==> src/hdl/mcpwm_pkg.sv <==
// ----------------------------------------------------------------------------
// mcpwm_pkg
// Shared constants and types for the multi-channel PWM generator.
// ----------------------------------------------------------------------------
package mcpwm_pkg;

  localparam int unsigned CHANNELS     = 8;
  localparam int unsigned PERIOD_STEPS = 255;
  localparam int unsigned CHAN_W       = 3;
  localparam int unsigned DUTY_W       = 8;
  localparam int unsigned STEP_W       = 8;

  localparam logic [DUTY_W-1:0] DUTY_FORCE_LOW  = 8'd0;
  localparam logic [DUTY_W-1:0] DUTY_FORCE_HIGH = 8'd255;

  typedef enum logic {
    MODE_TICK  = 1'b0,
    MODE_WRITE = 1'b1
  } mode_e;

  typedef struct packed {
    logic [DUTY_W-1:0] duty;
    logic [CHAN_W-1:0] channel;
    mode_e             mode;
  } mcpwm_item_t;

  typedef struct packed {
    logic                running;
    logic                period_start;
    logic [CHANNELS-1:0] port_value;
  } mcpwm_result_t;

endpackage

==> src/hdl/mcpwm_core.sv <==
// ----------------------------------------------------------------------------
// mcpwm_core
// Duty buffers, step counter and pin levels; one item updates them per cycle.
// ----------------------------------------------------------------------------
module mcpwm_core
  import mcpwm_pkg::*;
(
  input  logic          clk_i,
  input  logic          rst_ni,
  input  logic          item_valid_i,
  input  mcpwm_item_t   item_i,
  output mcpwm_result_t result_o
);

  logic [DUTY_W-1:0]   live_duty_q [CHANNELS];
  logic [DUTY_W-1:0]   live_duty_d [CHANNELS];
  logic [DUTY_W-1:0]   pend_duty_q [CHANNELS];
  logic [DUTY_W-1:0]   pend_duty_d [CHANNELS];
  logic [CHANNELS-1:0] live_active_q, live_active_d;
  logic [CHANNELS-1:0] pend_active_q, pend_active_d;
  logic [CHANNELS-1:0] force_high_q, force_high_d;
  logic [CHANNELS-1:0] force_low_q, force_low_d;
  logic                waiting_q, waiting_d;
  logic [STEP_W-1:0]   step_q, step_d;
  logic [CHANNELS-1:0] pins_q, pins_d;
  logic                started;

  always_comb begin
    logic [CHANNELS-1:0] m;
    logic                is_force;
    logic                apply;
    logic                drive_en;
    logic [STEP_W:0]     next_step;

    pend_duty_d   = pend_duty_q;
    pend_active_d = pend_active_q;
    force_high_d  = force_high_q;
    force_low_d   = force_low_q;
    waiting_d     = waiting_q;
    live_duty_d   = live_duty_q;
    live_active_d = live_active_q;
    step_d        = step_q;
    pins_d        = pins_q;
    started       = 1'b0;
    apply         = 1'b0;
    drive_en      = 1'b0;
    m             = CHANNELS'(1) << item_i.channel;
    is_force      = (item_i.duty == DUTY_FORCE_LOW) || (item_i.duty == DUTY_FORCE_HIGH);
    next_step     = {1'b0, step_q} + (STEP_W+1)'(1);

    if (item_valid_i) begin
      if (item_i.mode == MODE_WRITE) begin
        if ({1'b0, item_i.channel} < (CHAN_W+1)'(CHANNELS)) begin
          if (is_force) begin
            pend_active_d                     = pend_active_q & ~m;
            pend_duty_d[item_i.channel[CHAN_W-1:0]] = '0;
            if (item_i.duty == DUTY_FORCE_LOW) begin
              force_low_d  = force_low_q | m;
              force_high_d = force_high_q & ~m;
            end else begin
              force_high_d = force_high_q | m;
              force_low_d  = force_low_q & ~m;
            end
          end else begin
            pend_duty_d[item_i.channel[CHAN_W-1:0]] = item_i.duty;
            pend_active_d = pend_active_q | m;
            force_low_d   = force_low_q & ~m;
            force_high_d  = force_high_q & ~m;
          end
          waiting_d = 1'b1;
          // idle: the new setting takes effect right away
          apply = (live_active_q == '0);
        end
      end else if (live_active_q != '0) begin
        drive_en = 1'b1;
        if (next_step >= (STEP_W+1)'(PERIOD_STEPS)) begin
          started = 1'b1;
          step_d  = '0;
          apply   = waiting_q;
        end else begin
          step_d = next_step[STEP_W-1:0];
        end
      end
    end

    if (apply) begin
      live_duty_d   = pend_duty_d;
      live_active_d = pend_active_d;
      pins_d        = (pins_q & ~force_low_d) | force_high_d;
      force_low_d   = '0;
      force_high_d  = '0;
      waiting_d     = 1'b0;
      step_d        = '0;
      drive_en      = 1'b1;
    end

    // eight parallel compares against the step now in effect
    if (drive_en) begin
      for (int c = 0; c < CHANNELS; c++) begin
        if (live_active_d[c]) begin
          pins_d[c] = (step_d < live_duty_d[c]);
        end
      end
    end
  end

  always_ff @(posedge clk_i or negedge rst_ni) begin
    if (!rst_ni) begin
      for (int c = 0; c < CHANNELS; c++) begin
        live_duty_q[c] <= '0;
        pend_duty_q[c] <= '0;
      end
      live_active_q <= '0;
      pend_active_q <= '0;
      force_high_q  <= '0;
      force_low_q   <= '0;
      waiting_q     <= 1'b0;
      step_q        <= '0;
      pins_q        <= '0;
    end else begin
      live_duty_q   <= live_duty_d;
      pend_duty_q   <= pend_duty_d;
      live_active_q <= live_active_d;
      pend_active_q <= pend_active_d;
      force_high_q  <= force_high_d;
      force_low_q   <= force_low_d;
      waiting_q     <= waiting_d;
      step_q        <= step_d;
      pins_q        <= pins_d;
    end
  end

  assign result_o.port_value   = pins_d;
  assign result_o.period_start = started;
  assign result_o.running      = (live_active_d != '0);

  a_step_range: assert property (@(posedge clk_i) disable iff (!rst_ni)
    step_q < STEP_W'(PERIOD_STEPS))
    else $error("step counter out of range");

  a_idle_step_zero: assert property (@(posedge clk_i) disable iff (!rst_ni)
    (live_active_q == '0) |-> (step_q == '0))
    else $error("step advanced while no channel runs");

  a_wait_only_running: assert property (@(posedge clk_i) disable iff (!rst_ni)
    waiting_q |-> (live_active_q != '0))
    else $error("update left pending while idle");

endmodule

==> src/hdl/mcpwm_out.sv <==
// ----------------------------------------------------------------------------
// mcpwm_out
// Result register and skid stage; a transfer can be taken while skid is empty.
// ----------------------------------------------------------------------------
module mcpwm_out
  import mcpwm_pkg::*;
(
  input  logic          clk_i,
  input  logic          rst_ni,
  input  logic          push_i,
  input  mcpwm_result_t data_i,
  output logic          ready_o,
  output logic          valid_o,
  input  logic          pop_ready_i,
  output mcpwm_result_t data_o
);

  logic          out_valid_q, skid_valid_q;
  mcpwm_result_t out_data_q, skid_data_q;
  logic          pop;

  assign pop     = out_valid_q && pop_ready_i;
  assign ready_o = !skid_valid_q;
  assign valid_o = out_valid_q;
  assign data_o  = out_data_q;

  always_ff @(posedge clk_i or negedge rst_ni) begin
    if (!rst_ni) begin
      out_valid_q  <= 1'b0;
      skid_valid_q <= 1'b0;
    end else begin
      if (!out_valid_q || pop) begin
        if (skid_valid_q) begin
          out_valid_q  <= 1'b1;
          skid_valid_q <= 1'b0;
        end else begin
          out_valid_q <= push_i;
        end
      end else if (push_i) begin
        skid_valid_q <= 1'b1;
      end
    end
  end

  always_ff @(posedge clk_i) begin
    if (!out_valid_q || pop) begin
      out_data_q <= skid_valid_q ? skid_data_q : data_i;
    end else if (push_i) begin
      skid_data_q <= data_i;
    end
  end

  a_skid_behind_out: assert property (@(posedge clk_i) disable iff (!rst_ni)
    skid_valid_q |-> out_valid_q)
    else $error("skid entry without output entry");

endmodule

==> src/hdl/multi_channel_pwm_generator.sv <==
// ----------------------------------------------------------------------------
// multi_channel_pwm_generator
// Eight-channel PWM with double-buffered duty writes, driven by step ticks.
// ----------------------------------------------------------------------------
// Input stream: tuser selects the item kind (0 = step tick, 1 = duty write);
// tdata carries the channel index and the duty for a write. Each accepted
// transfer yields exactly one output transfer holding the pin levels, a
// period-start flag and a running flag.
// Each result is registered before it leaves the block.
// One item per cycle while the receiver keeps up; the eight duty compares run
// in parallel between the state registers and the result register.
// Duty 0 or 255 takes a channel out of PWM and forces its pin low or high;
// writes take effect at the next period start, or at once while no channel
// runs. A period is 255 ticks; the first period after start begins at step 0.
// Reset clears all duties, masks, the step counter and the pins.
// When the receiver stalls, one result waits in the output register and one
// more in a skid stage; s_axis_tready drops only once both are full.
// ----------------------------------------------------------------------------
module multi_channel_pwm_generator
  import mcpwm_pkg::*;
(
  input  logic        clk_i,
  input  logic        rst_ni,
  input  logic        s_axis_tvalid,
  output logic        s_axis_tready,
  input  logic [15:0] s_axis_tdata,   // [2:0] channel, [10:3] duty, rest zero
  input  logic        s_axis_tuser,   // [0] mode
  output logic        m_axis_tvalid,
  input  logic        m_axis_tready,
  output logic [15:0] m_axis_tdata    // [7:0] port_value, [8] period_start,
                                      // [9] running, rest zero
);

  logic          accept;
  mcpwm_item_t   item;
  mcpwm_result_t result;
  mcpwm_result_t out_data;

  assign accept       = s_axis_tvalid && s_axis_tready;
  assign item.mode    = mode_e'(s_axis_tuser);
  assign item.channel = s_axis_tdata[CHAN_W-1:0];
  assign item.duty    = s_axis_tdata[CHAN_W+DUTY_W-1:CHAN_W];

  mcpwm_core u_core (
    .clk_i        (clk_i),
    .rst_ni       (rst_ni),
    .item_valid_i (accept),
    .item_i       (item),
    .result_o     (result)
  );

  mcpwm_out u_out (
    .clk_i       (clk_i),
    .rst_ni      (rst_ni),
    .push_i      (accept),
    .data_i      (result),
    .ready_o     (s_axis_tready),
    .valid_o     (m_axis_tvalid),
    .pop_ready_i (m_axis_tready),
    .data_o      (out_data)
  );

  assign m_axis_tdata = {6'b0, out_data.running, out_data.period_start, out_data.port_value};

endmodule

==> config.mk <==
export PLATFORM = sky130hd
export DESIGN_NAME = multi_channel_pwm_generator
export DESIGN_NICKNAME = d
export VERILOG_FILES = /design/src/hdl/mcpwm_pkg.sv /design/src/hdl/mcpwm_core.sv /design/src/hdl/mcpwm_out.sv /design/src/hdl/multi_channel_pwm_generator.sv
export SDC_FILE = /design/constraint.sdc
export NUM_CORES = 1
export LEC_CHECK = 0
export BUFFER_PORTS_ARGS = -buffer_cell sky130_fd_sc_hd__buf_2
export CORE_MARGIN = 5
export CORE_UTILIZATION = 67
export CTS_CLUSTER_DIAMETER = 100
export CTS_CLUSTER_SIZE = 10
export DETAILED_ROUTE_END_ITERATION = 12
export MAX_ROUTING_LAYER = met4
export PLACE_DENSITY = 0.94
export SLEW_MARGIN = 20
export SYNTH_ARGS = -nofsm -noshare
export SYNTH_HDL_FRONTEND = slang
export SYNTH_SLANG_ARGS = --single-unit
==> constraint.sdc <==
create_clock -name clk_i -period 12 [get_ports clk_i]
set_clock_uncertainty 0.2 [all_clocks]
set_input_delay 2.4 -clock clk_i [delete_from_list [all_inputs] [get_ports clk_i]]
set_output_delay 2.4 -clock clk_i [all_outputs]
set_load 0.03 [all_outputs]
==> results of run 1 <==
stage by stage:
stage          std cells  utilization  power, uW  area (um2)  hold WS [ps]
2_1_floorplan       1045            -       1590        9780           259
3_5_place_dp        1212        0.692       1820        9990           281
6_report            1243        0.734       2440       10600           291
3_3_place_gp        1212        0.692       1750        9980           272
5_1_grt             1243        0.734       2570       10600           316
4_1_cts             1243        0.733       2420       10600           297
area by class of cell:
type | instances | area [um2]
sequential | 199 | 5080
multi-input combinational | 733 | 4260
fill | 891 | 3840
clock buffer | 21 | 472
inverter | 63 | 236
tap | 184 | 230
timing repair buffer | 33 | 189
clock inverter | 10 | 116
kinds of logic (layout without fill, tap and decap cells):
kind of cell | after synthesis | in the layout | share of synthesized area
AND/OR/NAND/NOR | 449 | 449 | 0.211
AO/OA/AOI/OAI | 203 | 203 | 0.127
flip-flops | 199 | 199 | 0.520
buffers and inverters | 113 | 127 | 0.0491
adder cells (fa/ha/maj) | 58 | 58 | 0.0743
multiplexers | 13 | 13 | 0.0140
XOR/XNOR | 4 | 4 | 0.00359
other | 1 | 6 | 0.000384
state kept, by name, summed over array words and instances, names as in the netlist:
signal	flops
u_core.live_duty_q	64
u_core.pend_duty_q	64
u_out.data_o	10
u_out.skid_data_q	10
u_core.force_high_q	8
u_core.force_low_q	8
u_core.live_active_q	8
u_core.pend_active_q	8
u_core.pins_q	8
u_core.step_q	8
u_core.waiting_q	1
u_out.skid_valid_q	1
u_out.valid_o	1
Yosys cell counts (13+ instances only):
master,n
nor2_1,196
edfxtp_1,20
clkbuf_1,23
inv_1,63
o21ai_0,88
dfrtp_1,179
nand2_1,120
ha_1,58
buf_2,14
or2_2,58
nand4_1,13
a21o_1,13
a21oi_1,42
worst paths after layout:
path | start | to | slack (ps) | depth (start not counted)
setup / recovery | s_axis_tvalid | u_out.data_o[1]$_DFFE_PN_ | 4770 | 14
hold / removal | u_core.pend_duty_q[51]$_DFF_PN0_ | u_core.pend_duty_q[51]$_DFF_PN0_ | 290 | 2
setup reg to reg | u_core.live_active_q[7]$_DFF_PN0_ | u_out.data_o[1]$_DFFE_PN_ | 5950 | 14
hold reg to reg | u_core.pend_duty_q[51]$_DFF_PN0_ | u_core.pend_duty_q[51]$_DFF_PN0_ | 290 | 2
max in group asynchronous | rst_ni | u_core.pend_duty_q[32]$_DFF_PN0_ | 8330 | 2
min in group asynchronous | rst_ni | u_core.live_duty_q[29]$_DFF_PN0_ | 1850 | 1
layer usage:
metal  global-route usage  vias to the layer above  wire length (um)
li1                     -                     3499                 -
met1                0.378                     3791              9590
met2                0.470                      412             11600
met3               0.0610                      120              1790
met4                0.163                        0              1140
met5                    -                        -                 0
worst reg2reg max path, cell delays in order (launching register included):
cell and delay [ps]:
dfrtp_1 420, nor4_2 620, nand2_1 240, nor2_1 820, a31o_4 660, buf_4 640
nor2_1 430, ha_1 420, o21ai_0 70, nand2b_1 80, a21oi_1 90, a311o_1 330
o211a_1 250, a211oi_1 350, o31ai_1 150
power by group through the flow:
stage	Combinational, uW	Clock (uW)	Sequential [uW]
after global placement	758	0	987
after floorplan	594	0	992
after global routing	956	604	1010
final	862	578	997
after CTS	847	578	993
after detailed placement	815	0	1000
==> summary.txt, run 1 <==
final wirelength -> 24100 um
Mapped Area -> 9770 um2
Worst-path clk slew -> 70 ps
row cnt -> 44
fin crit share -> 0.603
max-slew violation total from the final report -> 0
Sw Pwr -> 868 uW
pre-CTS setup slack -> 4480 ps
ant diodes -> 0
category of the most critical setup path -> primary input to flop
Leakage -> 0.00530 uW
most frequent cells in the layout -> 196 x nor2_1, 179 x dfrtp_1, 120 x nand2_1, 87 x o21ai_0, 63 x inv_1
crit-path max cell delay -> 740 ps
Core Box Area -> 14400 um2
Post-synth top flop -> dfrtp_1
top cells by area, synth -> dfrtp_1 46%, nor2_1 7.5%, ha_1 7.4%
slowest stage cell on the critical path -> a31o_4
share of the synthesized area in the top cell type -> 0.459
DR pass1 iterations -> 6
IO buf count -> 27
fraction of final layout cells sized beyond drive strength 1 -> 0.138
P_int -> 1570 uW
RSZ-0062 raised after global routing -> false
kind of cell adding the most delay to the critical path -> compound AO/OA/AOI/OAI gates
Final WS setup -> 4770 ps
hold buffer count at cts -> 0
Layout area overhead -> 8.34%
post-route setup TNS -> 0 ps
Async S/R FF share, synth -> 0.899
Worst-Margin Slew -> 1210 ps
CTS Root Cell -> clkbuf_16
post-DR wirelength/cell -> 19.4 um
Resized cells post-CTS -> 0
num ports -> 39
cell breakdown of the critical path -> buf_2, or3b_4, a21oi_2, a31o_4, buf_4, nor2_1, ha_1, o21ai_0, nand2b_1, a21oi_1, a311o_1, o211a_1, a211oi_1, o31ai_1
minimum clock period -> 7230 ps
final net count -> 1126
first-pass GRT wire length -> 38800 um
HP Class -> flop to flop
Die ar. -> 17100 um2
drt drc -> 0
Synth Instances -> 1040
status -> complete, no violations
clock latency on the worst-skew pair -> 450 ps
clk sinks -> 199
via/cell ratio -> 6.29
Reg power frac -> 0.409
initial antenna violation count -> 0
post-synth top area cell -> dfrtp_1
Setup Fix Bufs, Post-CTS -> 0
Via Count -> 7822
largest net degree at the start of global routing -> 118
synth unique cells -> 62
total CTS buffers -> 17
Peak supply drop -> 0.139 mV
PwrDens -> 230 nW/um2
syn avg cell area -> 9.39 um2
WP buf/inv -> 2
worst-case clock buffer depth -> 2
final hold vios -> 0
register area share after synthesis -> 0.520
DRT iter0 DRCs -> 985
max_cap viols -> 0
final setup vio count -> 0
slew margin rel. -> 0.188
Synth Register Bits -> 199
WP data required -> 11960 ps
GRT Resource Usage Total -> 0.303
crit end category -> flop
Final ANT Viol Nets -> 0
switching portion of total power -> 0.356
Post-DP HPWL -> 15000 um
Starting Density -> 0.677
CTS tree -> done
DIE HEIGHT -> 131 um
CP max FO -> 59
Worst setup SP type -> primary input
RePlAce Congestion -> 0.901
Post-synth EDFFs -> 20
crit path DAT -> 7190 ps
most common cell after layout, fill and taps aside -> nor2_1
vias in the first global route -> 7824
Clk network pwr share -> 0.237
GR Overflow Total -> 0
YS warnings -> 0
CTS H-tree lvls -> 4
Comb pwr share -> 0.354
Max Fclk -> 0.138 GHz
Horiz. Die Dim -> 131 um
Note: power is estimated with default switching activity, not from simulation.
==> inputs of run 2 (changes only) <==
--- a/config.mk
+++ b/config.mk
@@ -5,14 +5,15 @@
 export SDC_FILE = /design/constraint.sdc
 export NUM_CORES = 1
 export LEC_CHECK = 0
+export ABC_AREA = 1
 export BUFFER_PORTS_ARGS = -buffer_cell sky130_fd_sc_hd__buf_2
 export CORE_MARGIN = 5
-export CORE_UTILIZATION = 67
+export CORE_UTILIZATION = 62
 export CTS_CLUSTER_DIAMETER = 100
 export CTS_CLUSTER_SIZE = 10
 export DETAILED_ROUTE_END_ITERATION = 12
 export MAX_ROUTING_LAYER = met4
-export PLACE_DENSITY = 0.94
+export PLACE_DENSITY = 0.89
 export SLEW_MARGIN = 20
 export SYNTH_ARGS = -nofsm -noshare
 export SYNTH_HDL_FRONTEND = slang
==> constraint.sdc (replaced) <==
create_clock -name clk_i -period 7.46 [get_ports clk_i]
set_clock_uncertainty 0.2 [all_clocks]
set_input_delay 1.492 -clock clk_i [delete_from_list [all_inputs] [get_ports clk_i]]
set_output_delay 1.492 -clock clk_i [all_outputs]
set_load 0.03 [all_outputs]
==> summary.txt, run 2 <==
Peak supply drop -> 0.205 mV (+47%)
largest net degree at the start of global routing -> 142 (+20%)
Starting Density -> 0.634 (-0.0429)
vias in the first global route -> 7336 (-6.2%)
worst hold start -> u_core.live_duty_q[15]$_DFF_PN0_
DRT iter0 DRCs -> 778 (-21%)
IO buf count -> 27 (unchanged)
post-route setup TNS -> 0 ps (unchanged)
biggest regs -> u_core.live_duty_q (64), u_core.pend_duty_q (64)
Non-Filler Instances -> 1361 (+9.5%)
RSZ-0062 raised after global routing -> false
Met3 Wirelength -> 1820 um (+1.6%)
fin crit share -> 0.643
Final ANT Viol Nets -> 0 (unchanged)
final setup vio count -> 0 (unchanged)
Max Fclk -> 0.208 GHz
Stages on worst setup path -> 18 (+4)
fraction of final layout cells sized beyond drive strength 1 -> 0.0939 (-0.0440)
clk sinks -> 199 (unchanged)
Horiz. Die Dim -> 135 um (+3.2%)
Setup Fix Bufs, Post-CTS -> 0 (unchanged)
syn avg cell area -> 8.67 um2 (-7.7%)
top layer in use -> met4
Hold EP -> u_core.live_duty_q[15]$_DFF_PN0_
metal2 WL -> 10800 um (-7.3%)
PwrDens -> 391 nW/um2 (+70%)
Placed Cells -> 1329 (+9.7%)
register area share after synthesis -> 0.525 (+0.00484)
drt drc -> 0 (unchanged)
top-count cell post-synth -> nand2_1
top cells by area, synth -> dfrtp_1 46%, nand2_1 10%, inv_1 8.4%
Async S/R FF share, synth -> 0.899 (unchanged)
most used cell, CP -> nand2_1
Worst setup SP type -> primary input
M1 wire length -> 9270 um (-3.3%)
Post-synth top flop -> dfrtp_1
CTS tree -> done
Synth Instances -> 1116 (+7.3%)
Resized cells post-CTS -> 0 (unchanged)
DIE HEIGHT -> 135 um (+3.2%)
final wirelength -> 22700 um (-5.7%)
cell breakdown of the critical path -> buf_2, nand3_1, inv_2, nand2_1, nand2_8, inv_6, nand3_1, o21ai_1, ha_1, nand2_1, nand2_1, nand2_1, nand2_1, nand2_1, nand2_1, nand2_2, nand2_1, nand2_1
worst-case clock buffer depth -> 2 (unchanged)
slew margin rel. -> 0.223 (+0.0359)
YS warnings -> 0 (unchanged)
most frequent cells in the layout -> 267 x nand2_1, 217 x inv_1, 179 x dfrtp_1, 104 x o21ai_0
crit-path max cell delay -> 740 ps (about the same)
share of the synthesized area in the top cell type -> 0.463 (+0.00427)
kind of cell adding the most delay to the critical path -> simple AND/OR/NAND/NOR gates
WHS Path Cells -> 2 (unchanged)
Layout area overhead -> 8.63%
GRT Resource Usage Total -> 0.266 (-0.0369)
Mapped Area -> 9680 um2 (-0.92%)
Via Count -> 7532 (-3.7%)
status -> complete, no violations
Post-DP Area -> 9930 um2 (-0.58%)
clock latency on the worst-skew pair -> 450 ps (about the same)
post-synth top area cell -> dfrtp_1
crit path DAT -> 4800 ps (-2390 ps)
post-DR wirelength/cell -> 16.7 um (-14%)
Core Box Area -> 15300 um2 (+5.8%)
hold buffer count at cts -> 0 (unchanged)
slowest stage cell on the critical path -> inv_6
first-pass GRT wire length -> 36500 um (-5.8%)
row cnt -> 45 (+2.3%)
WHS -> 300 ps (+9.02 ps)
minimum clock period -> 4800 ps
final net count -> 1216 (+8.0%)
Worst-Margin Slew -> 1160 ps (-45.7 ps)
WP buf/inv -> 3 (+1)
Final WS setup -> 2660 ps (-2100 ps)
worst r2r src -> u_out.skid_valid_q$_DFFE_PN0P_
WP data required -> 7460 ps (-4500 ps)
most common cell after layout, fill and taps aside -> nand2_1
Worst R2R End -> u_out.data_o[3]$_DFFE_PN_
category of the most critical setup path -> primary input to flop
CTS H-tree lvls -> 4 (unchanged)
pre-CTS setup slack -> 2260 ps (-2220 ps)
via/cell ratio -> 5.53 (-12%)
CP max FO -> 141 (+140%)
GR Overflow Total -> 0 (unchanged)
HP Class -> flop to flop
Leakage -> 0.00552 uW (+4.2%)
Die ar. -> 18200 um2 (+6.5%)
max-slew violation total from the final report -> 0 (unchanged)
RePlAce Congestion -> 0.916 (+1.7%)
Reg2Reg Setup Slack -> 3010 ps (-2940 ps)
initial antenna violation count -> 0 (unchanged)
total CTS buffers -> 17 (unchanged)
ant diodes -> 0 (unchanged)
Worst-path clk slew -> 70 ps (about the same)
CTS Root Cell -> clkbuf_16
Synth Register Bits -> 199 (unchanged)
crit end category -> flop
max_cap viols -> 0 (unchanged)
Post-synth EDFFs -> 20 (unchanged)
DR pass1 iterations -> 6 (unchanged)
synth unique cells -> 35 (-44%)
Commonest cells post-synth -> 267 x nand2_1, 217 x inv_1, 179 x dfrtp_1, 105 x o21ai_0, 60 x nor2_1
Worst R2R Path Depth -> 18 (+4)
final hold vios -> 0 (unchanged)
post-route cell area -> 10500 um2 (-0.66%)
num ports -> 39 (unchanged)
Post-DP HPWL -> 14700 um (-2.3%)
## run 2: kinds of logic (layout without fill, tap and decap cells)
| logic type | count (synthesis) | after routing | share of synthesized area |
|---|---|---|---|
| adder cells (fa/ha/maj) | 58 | 58 | 0.0750 |
| XOR/XNOR | 2 | 2 | 0.00181 |
| flip-flops | 199 | 199 | 0.525 |
| buffers and inverters | 264 | 293 | 0.111 |
| AO/OA/AOI/OAI | 206 | 206 | 0.115 |
| other | 1 | 6 | 0.000388 |
| AND/OR/NAND/NOR | 386 | 386 | 0.172 |
## run 2: worst max-delay path by stage
| stage | endpoint | startpoint | slack, ps |
|---|---|---|---|
| 3_3_place_gp | u_out.data_o[3]$_DFFE_PN_ | s_axis_tuser | 2290 |
| 3_5_place_dp | u_out.data_o[0]$_DFFE_PN_ | s_axis_tuser | 2260 |
| 5_1_grt | u_out.data_o[3]$_DFFE_PN_ | s_axis_tuser | 2340 |
| 4_1_cts | u_out.data_o[3]$_DFFE_PN_ | s_axis_tuser | 2700 |
| 2_1_floorplan | u_out.data_o[1]$_DFFE_PN_ | s_axis_tvalid | 3170 |
| 6_report | u_out.data_o[3]$_DFFE_PN_ | s_axis_tuser | 2660 |
## run 2: where the power goes
part | switching, uW | internal, uW | total (uW)
combinational | 1020 | 538 | 1560
sequential | 139 | 1510 | 1640
clock | 425 | 484 | 909
## run 2: final cells by class
class,count,area [um2]
Multi-Input combinational cell,658,3550
Clock inverter,13,133
Fill cell,1089,4750
Timing Repair Buffer,31,171
Clock buffer,19,447
Sequential cell,199,5080
Inverter,230,868
Tap cell,211,264
## run 2: through the flow
step / util / total power, uW
final: 0.689 / 4110
after global placement: 0.651 / 3040
after detailed placement: 0.651 / 3160
after floorplan: - / 2730
after global routing: 0.689 / 4410
after CTS: 0.689 / 4090
## run 2: layer usage
metal	vias up	GRT usage
met2	332	0.422
li1	3536	-
met4	0	0.111
met1	3601	0.334
met3	63	0.0589
met5	-	-
## run 2: worst register-to-register path: stages (launching register included)
cell,delay [ps]
dfrtp_1,600
inv_2,200
nand3_1,140
inv_2,110
nand2_1,390
nand2_8,250
inv_6,740
nand3_1,140
o21ai_1,530
ha_1,270
nand2_1,50
nand2_1,80
nand2_1,50
nand2_1,80
nand2_1,50
nand2_1,90
nand2_2,100
nand2_1,80
nand2_1,50
